**config.mk**
```make
export PLATFORM = sky130hd
export DESIGN_NAME = cubic_retarget_trajectory
export DESIGN_NICKNAME = d
export VERILOG_FILES = /design/src/design/crt_pkg.sv /design/src/design/crt_mac.sv /design/src/design/cubic_retarget_trajectory.sv
export SDC_FILE = /design/constraint.sdc
export NUM_CORES = 2
export LEC_CHECK = 0
export BUFFER_PORTS_ARGS = -buffer_cell sky130_fd_sc_hd__buf_2
export CORE_MARGIN = 1
export CORE_UTILIZATION = 65
export DETAILED_ROUTE_END_ITERATION = 7
export PLACE_DENSITY = 0.81
export SYNTH_ARGS = -nofsm -noshare
export SYNTH_HDL_FRONTEND = slang
export SYNTH_SLANG_ARGS = --single-unit
```
**constraint.sdc**
```tcl
create_clock -name i_clk -period 14.4 [get_ports i_clk]
set_input_delay 1.44 -clock i_clk [delete_from_list [all_inputs] [get_ports i_clk]]
set_output_delay 1.44 -clock i_clk [all_outputs]
set_load 0.01 [all_outputs]
```
**src/design/crt_pkg.sv**
```systemverilog
// Shared types and constants for the cubic retarget trajectory block.
// No dependencies; imported by crt_mac and cubic_retarget_trajectory.
`timescale 1ns / 1ps

package crt_pkg;

    localparam int POS_W     = 24;
    localparam int STEP_W    = 17;
    localparam int ACC_GUARD = 4;

    typedef logic signed [POS_W-1:0] t_pos;

    localparam logic [STEP_W-1:0] STEP_RESET = 17'd1092;

    localparam t_pos CENTER_X = 24'sd131072;
    localparam t_pos CENTER_Y = 24'sd92160;
    localparam t_pos POS_MAX  = 24'sd8388607;
    localparam t_pos POS_MIN  = -24'sd8388608;

endpackage

```
**src/design/crt_mac.sv**
```systemverilog
// Shared multiply-accumulate unit: res = floor(a * t / 2^PHASE_BITS) + b.
// One narrow multiplier used twice per operation (low then high half of a).
// Depends on crt_pkg.
`timescale 1ns / 1ps

module crt_mac #(
    parameter int PHASE_BITS = 16,
    parameter int COEF_WIDTH = 40
) (
    input  logic                                           i_clk,
    input  logic                                           i_rst_n,
    input  logic                                           i_start,
    input  logic signed [COEF_WIDTH+crt_pkg::ACC_GUARD-1:0] i_a,
    input  logic signed [COEF_WIDTH+crt_pkg::ACC_GUARD-1:0] i_b,
    input  logic        [PHASE_BITS-1:0]                    i_t,
    output logic                                           o_done,
    output logic signed [COEF_WIDTH+crt_pkg::ACC_GUARD-1:0] o_res
);
    import crt_pkg::*;

    localparam int ACC_W  = COEF_WIDTH + ACC_GUARD;
    localparam int LO_W   = ACC_W / 2;
    localparam int HI_W   = ACC_W - LO_W;
    localparam int MOP_W  = LO_W + 1;
    localparam int PROD_W = MOP_W + PHASE_BITS + 1;
    localparam int FULL_W = ACC_W + PHASE_BITS + 1;

    logic signed [HI_W-1:0]       r_ahi;
    logic signed [ACC_W-1:0]      r_b;
    logic signed [PROD_W-1:0]     r_plo;
    logic signed [PROD_W-1:0]     r_phi;
    logic signed [ACC_W-1:0]      r_res;
    logic                         r_s1;
    logic                         r_s2;
    logic                         r_done;

    logic signed [MOP_W-1:0]      m_a;
    logic signed [PHASE_BITS:0]   m_t;
    logic signed [PROD_W-1:0]     prod;
    logic signed [FULL_W-1:0]     full;
    logic signed [FULL_W-1:0]     quot;
    logic signed [ACC_W-1:0]      n_res;

    assign m_a  = i_start ? $signed({1'b0, i_a[LO_W-1:0]}) : MOP_W'(r_ahi);
    assign m_t  = $signed({1'b0, i_t});
    assign prod = PROD_W'(m_a * m_t);

    assign full  = (FULL_W'(r_phi) <<< LO_W) + FULL_W'(r_plo);
    assign quot  = full >>> PHASE_BITS;
    assign n_res = ACC_W'(quot) + r_b;

    always_ff @(posedge i_clk) begin
        if (!i_rst_n) begin
            r_s1   <= 1'b0;
            r_s2   <= 1'b0;
            r_done <= 1'b0;
        end else begin
            r_s1   <= i_start;
            r_s2   <= r_s1;
            r_done <= r_s2;
        end
    end

    always_ff @(posedge i_clk) begin
        if (i_start) begin
            r_plo <= prod;
            r_ahi <= i_a[ACC_W-1:LO_W];
            r_b   <= i_b;
        end
        if (r_s1) begin
            r_phi <= prod;
        end
        if (r_s2) begin
            r_res <= n_res;
        end
    end

    assign o_done = r_done;
    assign o_res  = r_res;

endmodule

```
**src/design/cubic_retarget_trajectory.sv**
```systemverilog
// Top level of the two-axis cubic Hermite trajectory generator.
// Holds segment state and the sequencer; depends on crt_pkg and crt_mac.
`timescale 1ns / 1ps

// Each accepted item is one frame tick and yields one position result. The
// work is done by the single shared multiply-accumulate unit: every Horner step
// runs a low half product, a high half product and a shift and add, the
// position needs three steps per axis and the retarget velocity two more per
// axis, plus one coefficient build state per axis. The input is stalled while a
// tick is in progress; a finished result waits in the output register without
// blocking the next transfer.
module cubic_retarget_trajectory #(
    parameter int PHASE_BITS = 16,
    parameter int COEF_WIDTH = 40
) (
    input  logic                       i_clk,
    input  logic                       i_rst_n,
    input  logic                       i_cfg_wr_en,
    input  logic [crt_pkg::STEP_W-1:0] i_cfg_wr_data,
    input  logic                       i_in_valid,
    output logic                       o_in_stall,
    input  logic                       i_mode,
    input  crt_pkg::t_pos              i_target_x,
    input  crt_pkg::t_pos              i_target_y,
    output logic                       o_out_valid,
    input  logic                       i_out_stall,
    output crt_pkg::t_pos              o_pos_x,
    output crt_pkg::t_pos              o_pos_y,
    output logic                       o_segment_ended,
    output logic                       o_saturated
);
    import crt_pkg::*;

    localparam int ACC_W = COEF_WIDTH + ACC_GUARD;
    localparam int SUM_W = ((PHASE_BITS > STEP_W) ? PHASE_BITS : STEP_W) + 1;

    localparam logic [SUM_W-1:0] PHASE_ONE = SUM_W'(1) << PHASE_BITS;
    localparam logic signed [ACC_W-1:0] C_MAX =
        ACC_W'((64'sd1 <<< (COEF_WIDTH - 1)) - 64'sd1);
    localparam logic signed [ACC_W-1:0] C_MIN = -C_MAX - ACC_W'(1);
    localparam logic signed [ACC_W-1:0] P_MAX = ACC_W'(POS_MAX);
    localparam logic signed [ACC_W-1:0] P_MIN = ACC_W'(POS_MIN);

    localparam logic [2:0] S_IDLE  = 3'd0;
    localparam logic [2:0] S_VEL   = 3'd1;
    localparam logic [2:0] S_BUILD = 3'd2;
    localparam logic [2:0] S_POS   = 3'd3;
    localparam logic [2:0] S_DONE  = 3'd4;

    typedef logic signed [COEF_WIDTH-1:0] t_coef;

    logic [2:0]            r_state;
    logic                  r_axis;
    logic [1:0]            r_k;
    logic                  r_kick;
    logic [STEP_W-1:0]     r_step;
    logic [PHASE_BITS-1:0] r_phase;
    t_pos                  r_c0   [0:1];
    t_coef                 r_c1   [0:1];
    t_coef                 r_c2   [0:1];
    t_coef                 r_c3   [0:1];
    t_pos                  r_last [0:1];
    t_pos                  r_goal [0:1];
    t_pos                  r_tgt  [0:1];
    t_coef                 r_vel;
    logic                  r_ended;
    logic                  r_sat;
    logic                  r_out_valid;
    t_pos                  r_pos_x;
    t_pos                  r_pos_y;
    logic                  r_out_ended;
    logic                  r_out_sat;

    logic                    accept;
    logic                    out_load;
    logic [SUM_W-1:0]        phase_sum;
    logic                    phase_end;
    logic [1:0]              step_idx;
    logic                    last_k;
    logic                    mac_start;
    logic                    mac_done;
    logic signed [ACC_W-1:0] mac_a;
    logic signed [ACC_W-1:0] mac_b;
    logic signed [ACC_W-1:0] mac_res;
    logic signed [ACC_W-1:0] c1_e;
    logic signed [ACC_W-1:0] c2_e;
    logic signed [ACC_W-1:0] c3_e;
    logic signed [ACC_W-1:0] vel_e;
    logic signed [ACC_W-1:0] diff;
    logic signed [ACC_W-1:0] c2_raw;
    logic signed [ACC_W-1:0] c3_raw;
    t_coef                   vel_clip;
    logic                    vel_sat;
    t_pos                    pos_clip;
    logic                    pos_sat;
    t_coef                   c2_clip;
    logic                    c2_sat;
    t_coef                   c3_clip;
    logic                    c3_sat;

    assign accept    = i_in_valid && !o_in_stall;
    assign out_load  = (r_state == S_DONE) && (!r_out_valid || !i_out_stall);
    assign phase_sum = SUM_W'(r_phase) + SUM_W'(r_step);
    assign phase_end = phase_sum >= PHASE_ONE;

    assign c1_e  = ACC_W'(r_c1[r_axis]);
    assign c2_e  = ACC_W'(r_c2[r_axis]);
    assign c3_e  = ACC_W'(r_c3[r_axis]);
    assign vel_e = ACC_W'(r_vel);

    assign step_idx  = r_kick ? 2'd0 : r_k + 2'd1;
    assign last_k    = (r_state == S_VEL) ? (r_k == 2'd1) : (r_k == 2'd2);
    assign mac_start = ((r_state == S_VEL) || (r_state == S_POS))
                       && (r_kick || (mac_done && !last_k));

    always_comb begin
        mac_a = mac_res;
        mac_b = c1_e;
        if (r_state == S_VEL) begin
            if (step_idx == 2'd0) begin
                mac_a = c3_e + (c3_e <<< 1);
                mac_b = c2_e <<< 1;
            end
        end else begin
            unique case (step_idx)
                2'd0: begin
                    mac_a = c3_e;
                    mac_b = c2_e;
                end
                2'd1: mac_b = c1_e;
                default: mac_b = ACC_W'(r_c0[r_axis]);
            endcase
        end
    end

    crt_mac #(
        .PHASE_BITS (PHASE_BITS),
        .COEF_WIDTH (COEF_WIDTH)
    ) u_mac (
        .i_clk   (i_clk),
        .i_rst_n (i_rst_n),
        .i_start (mac_start),
        .i_a     (mac_a),
        .i_b     (mac_b),
        .i_t     (r_phase),
        .o_done  (mac_done),
        .o_res   (mac_res)
    );

    assign diff   = ACC_W'(r_tgt[r_axis]) - ACC_W'(r_last[r_axis]);
    assign c2_raw = diff + (diff <<< 1) - (vel_e <<< 1);
    assign c3_raw = vel_e - (diff <<< 1);

    always_comb begin
        vel_sat = (mac_res > C_MAX) || (mac_res < C_MIN);
        priority if (mac_res > C_MAX) vel_clip = COEF_WIDTH'(C_MAX);
        else if (mac_res < C_MIN)     vel_clip = COEF_WIDTH'(C_MIN);
        else                          vel_clip = COEF_WIDTH'(mac_res);

        pos_sat = (mac_res > P_MAX) || (mac_res < P_MIN);
        priority if (mac_res > P_MAX) pos_clip = POS_MAX;
        else if (mac_res < P_MIN)     pos_clip = POS_MIN;
        else                          pos_clip = POS_W'(mac_res);

        c2_sat = (c2_raw > C_MAX) || (c2_raw < C_MIN);
        priority if (c2_raw > C_MAX) c2_clip = COEF_WIDTH'(C_MAX);
        else if (c2_raw < C_MIN)     c2_clip = COEF_WIDTH'(C_MIN);
        else                         c2_clip = COEF_WIDTH'(c2_raw);

        c3_sat = (c3_raw > C_MAX) || (c3_raw < C_MIN);
        priority if (c3_raw > C_MAX) c3_clip = COEF_WIDTH'(C_MAX);
        else if (c3_raw < C_MIN)     c3_clip = COEF_WIDTH'(C_MIN);
        else                         c3_clip = COEF_WIDTH'(c3_raw);
    end

    always_ff @(posedge i_clk) begin
        if (!i_rst_n) begin
            r_state     <= S_IDLE;
            r_axis      <= 1'b0;
            r_k         <= 2'd0;
            r_kick      <= 1'b0;
            r_step      <= STEP_RESET;
            r_phase     <= '0;
            r_c0[0]     <= CENTER_X;
            r_c0[1]     <= CENTER_Y;
            r_c1[0]     <= '0;
            r_c1[1]     <= '0;
            r_c2[0]     <= '0;
            r_c2[1]     <= '0;
            r_c3[0]     <= '0;
            r_c3[1]     <= '0;
            r_last[0]   <= CENTER_X;
            r_last[1]   <= CENTER_Y;
            r_goal[0]   <= CENTER_X;
            r_goal[1]   <= CENTER_Y;
            r_ended     <= 1'b0;
            r_sat       <= 1'b0;
            r_out_valid <= 1'b0;
        end else begin
            if (i_cfg_wr_en) begin
                r_step <= i_cfg_wr_data;
            end

            if (mac_start) begin
                r_k    <= step_idx;
                r_kick <= 1'b0;
            end

            if (out_load) begin
                r_out_valid <= 1'b1;
            end else if (!i_out_stall) begin
                r_out_valid <= 1'b0;
            end

            unique case (r_state)
                S_IDLE: begin
                    if (accept) begin
                        r_tgt[0] <= i_target_x;
                        r_tgt[1] <= i_target_y;
                        r_ended  <= phase_end;
                        r_sat    <= 1'b0;
                        r_axis   <= 1'b0;
                        r_kick   <= 1'b1;
                        if (phase_end) begin
                            r_phase <= '0;
                            r_c0[0] <= r_goal[0];
                            r_c0[1] <= r_goal[1];
                            r_c1[0] <= '0;
                            r_c1[1] <= '0;
                            r_c2[0] <= '0;
                            r_c2[1] <= '0;
                            r_c3[0] <= '0;
                            r_c3[1] <= '0;
                        end else begin
                            r_phase <= phase_sum[PHASE_BITS-1:0];
                        end
                        r_state <= i_mode ? S_VEL : S_POS;
                    end
                end
                S_VEL: begin
                    if (mac_done && last_k) begin
                        r_vel   <= vel_clip;
                        r_sat   <= r_sat | vel_sat;
                        r_state <= S_BUILD;
                    end
                end
                S_BUILD: begin
                    r_c0[r_axis]   <= r_last[r_axis];
                    r_c1[r_axis]   <= r_vel;
                    r_c2[r_axis]   <= c2_clip;
                    r_c3[r_axis]   <= c3_clip;
                    r_goal[r_axis] <= r_tgt[r_axis];
                    r_sat          <= r_sat | c2_sat | c3_sat;
                    r_kick         <= 1'b1;
                    if (r_axis == 1'b0) begin
                        r_axis  <= 1'b1;
                        r_state <= S_VEL;
                    end else begin
                        r_axis  <= 1'b0;
                        r_phase <= '0;
                        r_state <= S_POS;
                    end
                end
                S_POS: begin
                    if (mac_done && last_k) begin
                        r_last[r_axis] <= pos_clip;
                        r_sat          <= r_sat | pos_sat;
                        if (r_axis == 1'b0) begin
                            r_axis <= 1'b1;
                            r_kick <= 1'b1;
                        end else begin
                            r_state <= S_DONE;
                        end
                    end
                end
                S_DONE: begin
                    if (out_load) begin
                        r_state <= S_IDLE;
                    end
                end
                default: r_state <= S_IDLE;
            endcase
        end
    end

    always_ff @(posedge i_clk) begin
        if (out_load) begin
            r_pos_x     <= r_last[0];
            r_pos_y     <= r_last[1];
            r_out_ended <= r_ended;
            r_out_sat   <= r_sat;
        end
    end

    assign o_in_stall      = (r_state != S_IDLE);
    assign o_out_valid     = r_out_valid;
    assign o_pos_x         = r_pos_x;
    assign o_pos_y         = r_pos_y;
    assign o_segment_ended = r_out_ended;
    assign o_saturated     = r_out_sat;

endmodule
```
==> out/results.tsv <==
stage	metric	value	unit
power	Gate power share	48.6	%
sta	final setup violating endpoints	0	
critical_path	CP endpoint kind	flip-flop	
worst_hold_path	Min-Delay Path Class	reg2reg	
worst_hold_path	Hold Crit Depth	0	
die	Die Area	87000	µm²
yosys	Post-synth EDFFs	691	
power	Switching Power	0.00385	W
yosys	Synth Cell Area	55800	µm²
critical_path	R2R depth	36	
power	Final Power	0.00935	W
routing	DR WL/cell	23.0	µm
power	worst vdd ir	135	µV
cells_and_area	area grow syn2layout	7.94	%
critical_path	Max stage delay cell, worst path	dfxtp_4	
power	leak pwr	26.0	nW
routing	DR vias/cell	6.32	
place	pre-CTS setup slack	3.27	ns
power	Reg power frac	29.1	%
yosys	flops & latches, synth	738	
clocking	clk slew on worst S/H paths	0.07	ns
yosys	top_reg_cell synth	edfxtp_1	
yosys	cell with the most instances after synthesis	edfxtp_1	
critical_path	Critical Path Fanout Max	58	
sta	setup_tns	0	ns
run_status	status	completed	
sta	Worst Tran Pin Value	1.26	ns
critical_path	Reg2Reg Setup Slack	3.12	ns
yosys	Yosys cell types	99	
cells_and_area	# fillers	6141	
sta	maximum clock frequency	0.0887	GHz
sta	final worst slack	3.12	ns
power	internal power	0.00549	W
yosys	area leader, netlist	edfxtp_1	
cells_and_area	n_diodes	0	
yosys	Mean Syn Cell Area	10.4	µm²
die	initial core utilization	65.5	%
power	P per Cell Area	155	nW/µm²
place	GPL Wtd Cong	0.982	
routing	post-route antenna net violation count	0	
critical_path	Critical Path Sink	u_mac.r_plo[37]	
sta	Tmin final	11.28	ns
yosys	Mapped Nets	6161	
routing	wirelength, routed	152000	µm
sta	normalized max-slew margin	15.9	%
yosys	largest cells by area after synthesis	edfxtp_1 37%, fa_1 14%, ha_1 7.7%	
clocking	hold_buf cts	0	
clocking	CTS root buf	clkbuf_16	
die	Die W	295	µm
clocking	Setup Buffers After CTS	0	
critical_path	slowest stage delay, CP	0.99	ns
sta	RSZ-0062 raised after global routing	false	
clocking	Clock Latency Late Sink	0.65	ns
critical_path	Startpoint Class	flip-flop	
global_route	first-pass GRT wire length	234000	µm
clocking	clock tree sinks	738	
global_route	vias in the first global route	40688	
clocking	CTS tree	built	
critical_path	Worst Path Arrival	11.69	ns
sta	final hold violation count	0	
yosys	register area share after synthesis	38.9	%
cells_and_area	share of layout cells above drive strength 1	8.28	%
yosys	ys async rst share	0	%
routing	vias	41746	
global_route	Overflow after GRT	0	
clocking	Clock Path Buffers	3	
routing	First DRT Iteration DRCs	4587	
die	num ports	123	
die	CORE AREA	85100	µm²
critical_path	crit path kind	reg2reg	
run	Max Cap Viol	0	
place	# port buffers	122	
critical_path	r2r endpoint	u_mac.r_plo[37]	
cells_and_area	nets	6205	
yosys	share of Yosys cell area claimed by the top area cell type	37.2	%
power	Net Sw Frac	41.2	%
yosys	Synth Warn #	0	
place	post-DP HPWL	112000	µm
critical_path	Req. time, crit path	14.81	ns
routing	first-pass iteration count of the detailed router	7	
clocking	H-tree depth	3	
yosys	top cells by count, synth	691 x edfxtp_1, 615 x inv_1, 482 x nor2_1	
yosys	Mapped Cells	5353	
sta	crit share post-route	78.3	%
sta	Max Clock Skew	0.0317	ns
global_route	largest net degree at the start of global routing	75	
sta	worst hold margin	0.433	ns
die	Die Y	295	µm
clocking	post-cts resize count	0	
critical_path	most used cell, CP	fa_1	
routing	DRC violations left	0	
global_route	initial antenna violation count	8	
die	row cnt	107	
global_route	gr usage total	35.3	%
clocking	Inserted Clock Buffers	76	
sta	Max Slew Vio Count	0	
power	Clk pwr share	22.3	%
-- sequential cells by signal, indices dropped and copies added (netlist names), 2 cells and up, named ones only --
register / count
o_pos_x: 24
o_pos_y: 24
r_c0: 48
r_c1: 80
r_c2: 80
r_c3: 80
r_goal: 48
r_k: 2
r_last: 48
r_phase: 16
r_state: 3
r_step: 17
r_tgt: 48
r_vel: 40
u_mac.o_res: 44
u_mac.r_ahi: 22
u_mac.r_b: 41
u_mac.r_phi: 38
u_mac.r_plo: 24
-- worst min path at each step --
stage / from / endpoint / slack, ns
6_report: r_last[0][23] / o_pos_x[23] / 0.43
5_1_grt: r_ended / o_segment_ended / 0.44
4_1_cts: r_ended / o_segment_ended / 0.43
3_5_place_dp: r_ended / o_segment_ended / 0.42
3_3_place_gp: r_ended / o_segment_ended / 0.42
2_1_floorplan: r_ended / o_segment_ended / 0.41
-- critical path, delay by kind of cell, from the launching register on --
family,cells,cell delay [ns]
AO/OA/AOI/OAI,14,3.37
XOR/XNOR,1,0.16
adder cells (fa/ha/maj),8,3.82
buffers and inverters,6,1.31
flip-flops,1,0.99
multiplexers,1,0.45
AND/OR/NAND/NOR,6,0.93
-- logic make-up after synthesis --
| kind of cell | share of synthesized area [%] |
|---|---|
| AND/OR/NAND/NOR | 11.8 |
| AO/OA/AOI/OAI | 13.5 |
| buffers and inverters | 5.78 |
| adder cells (fa/ha/maj) | 22.0 |
| flip-flops | 38.9 |
| XOR/XNOR | 3.81 |
| multiplexers | 4.26 |
-- through the flow --
step / std cells / cell area (µm²) / util, %
after floorplan: 5353 / 55800 / -
after global placement: 6463 / 57600 / 67.6
after detailed placement: 6463 / 57600 / 67.6
after CTS: 6601 / 60200 / 70.7
after global routing: 6601 / 60200 / 70.7
final: 6601 / 60200 / 70.7
-- power groups by stage --
| stage | combinational [W] | clock, W | sequential (W) |
|---|---|---|---|
| floorplan | 0.00329 | 0 | 0.00272 |
| global placement | 0.00428 | 0 | 0.00275 |
| detailed placement | 0.00439 | 0 | 0.00276 |
| CTS | 0.00444 | 0.00209 | 0.00271 |
| global route | 0.00496 | 0.00217 | 0.00273 |
| finish | 0.00454 | 0.00209 | 0.00272 |
-- placed cells by master (no fill, tap or decap), drive strengths merged, types with 12 or more instances in the layout --
| cell | count |
|---|---|
| a211oi | 38 |
| nor2b | 78 |
| a22o | 21 |
| o21ai | 167 |
| nor4 | 16 |
| nand4 | 27 |
| o2bb2ai | 40 |
| a21oi | 383 |
| o22ai | 51 |
| a31oi | 44 |
| o31ai | 14 |
| nand3 | 44 |
| edfxtp | 691 |
| and2 | 161 |
| dfxtp | 47 |
| ha | 344 |
| clkbuf | 86 |
| xor2 | 75 |
| a21o | 175 |
| nor2 | 485 |
| o211ai | 22 |
| mux2 | 57 |
| or3 | 16 |
| nand2 | 398 |
| fa | 393 |
| a21boi | 15 |
| inv | 618 |
| xnor2 | 167 |
| buf | 191 |
| nand2b | 52 |
| bufinv | 12 |
| clkinv | 32 |
| o21a | 43 |
| and3 | 44 |
| nor3 | 55 |
| o21bai | 41 |
| mux2i | 162 |
-- layout make-up --
type	instances	area [µm²]	share of cell area (%)
sequential	738	21700	36.0
clock buffer	86	1950	3.24
inverter	615	2310	3.84
multi-input combinational	3775	31000	51.5
clock inverter	52	663	1.10
tap	1144	1430	2.38
timing repair buffer	191	1130	1.87
-- layer usage --
metal / GRT usage [%] / part of all wire, %
met5: 0 / 0.0085
met4: 14.7 / 4.6
met3: 7.13 / 11
met2: 55.1 / 45
met1: 48.4 / 39
(Power assumes the default switching activity.)
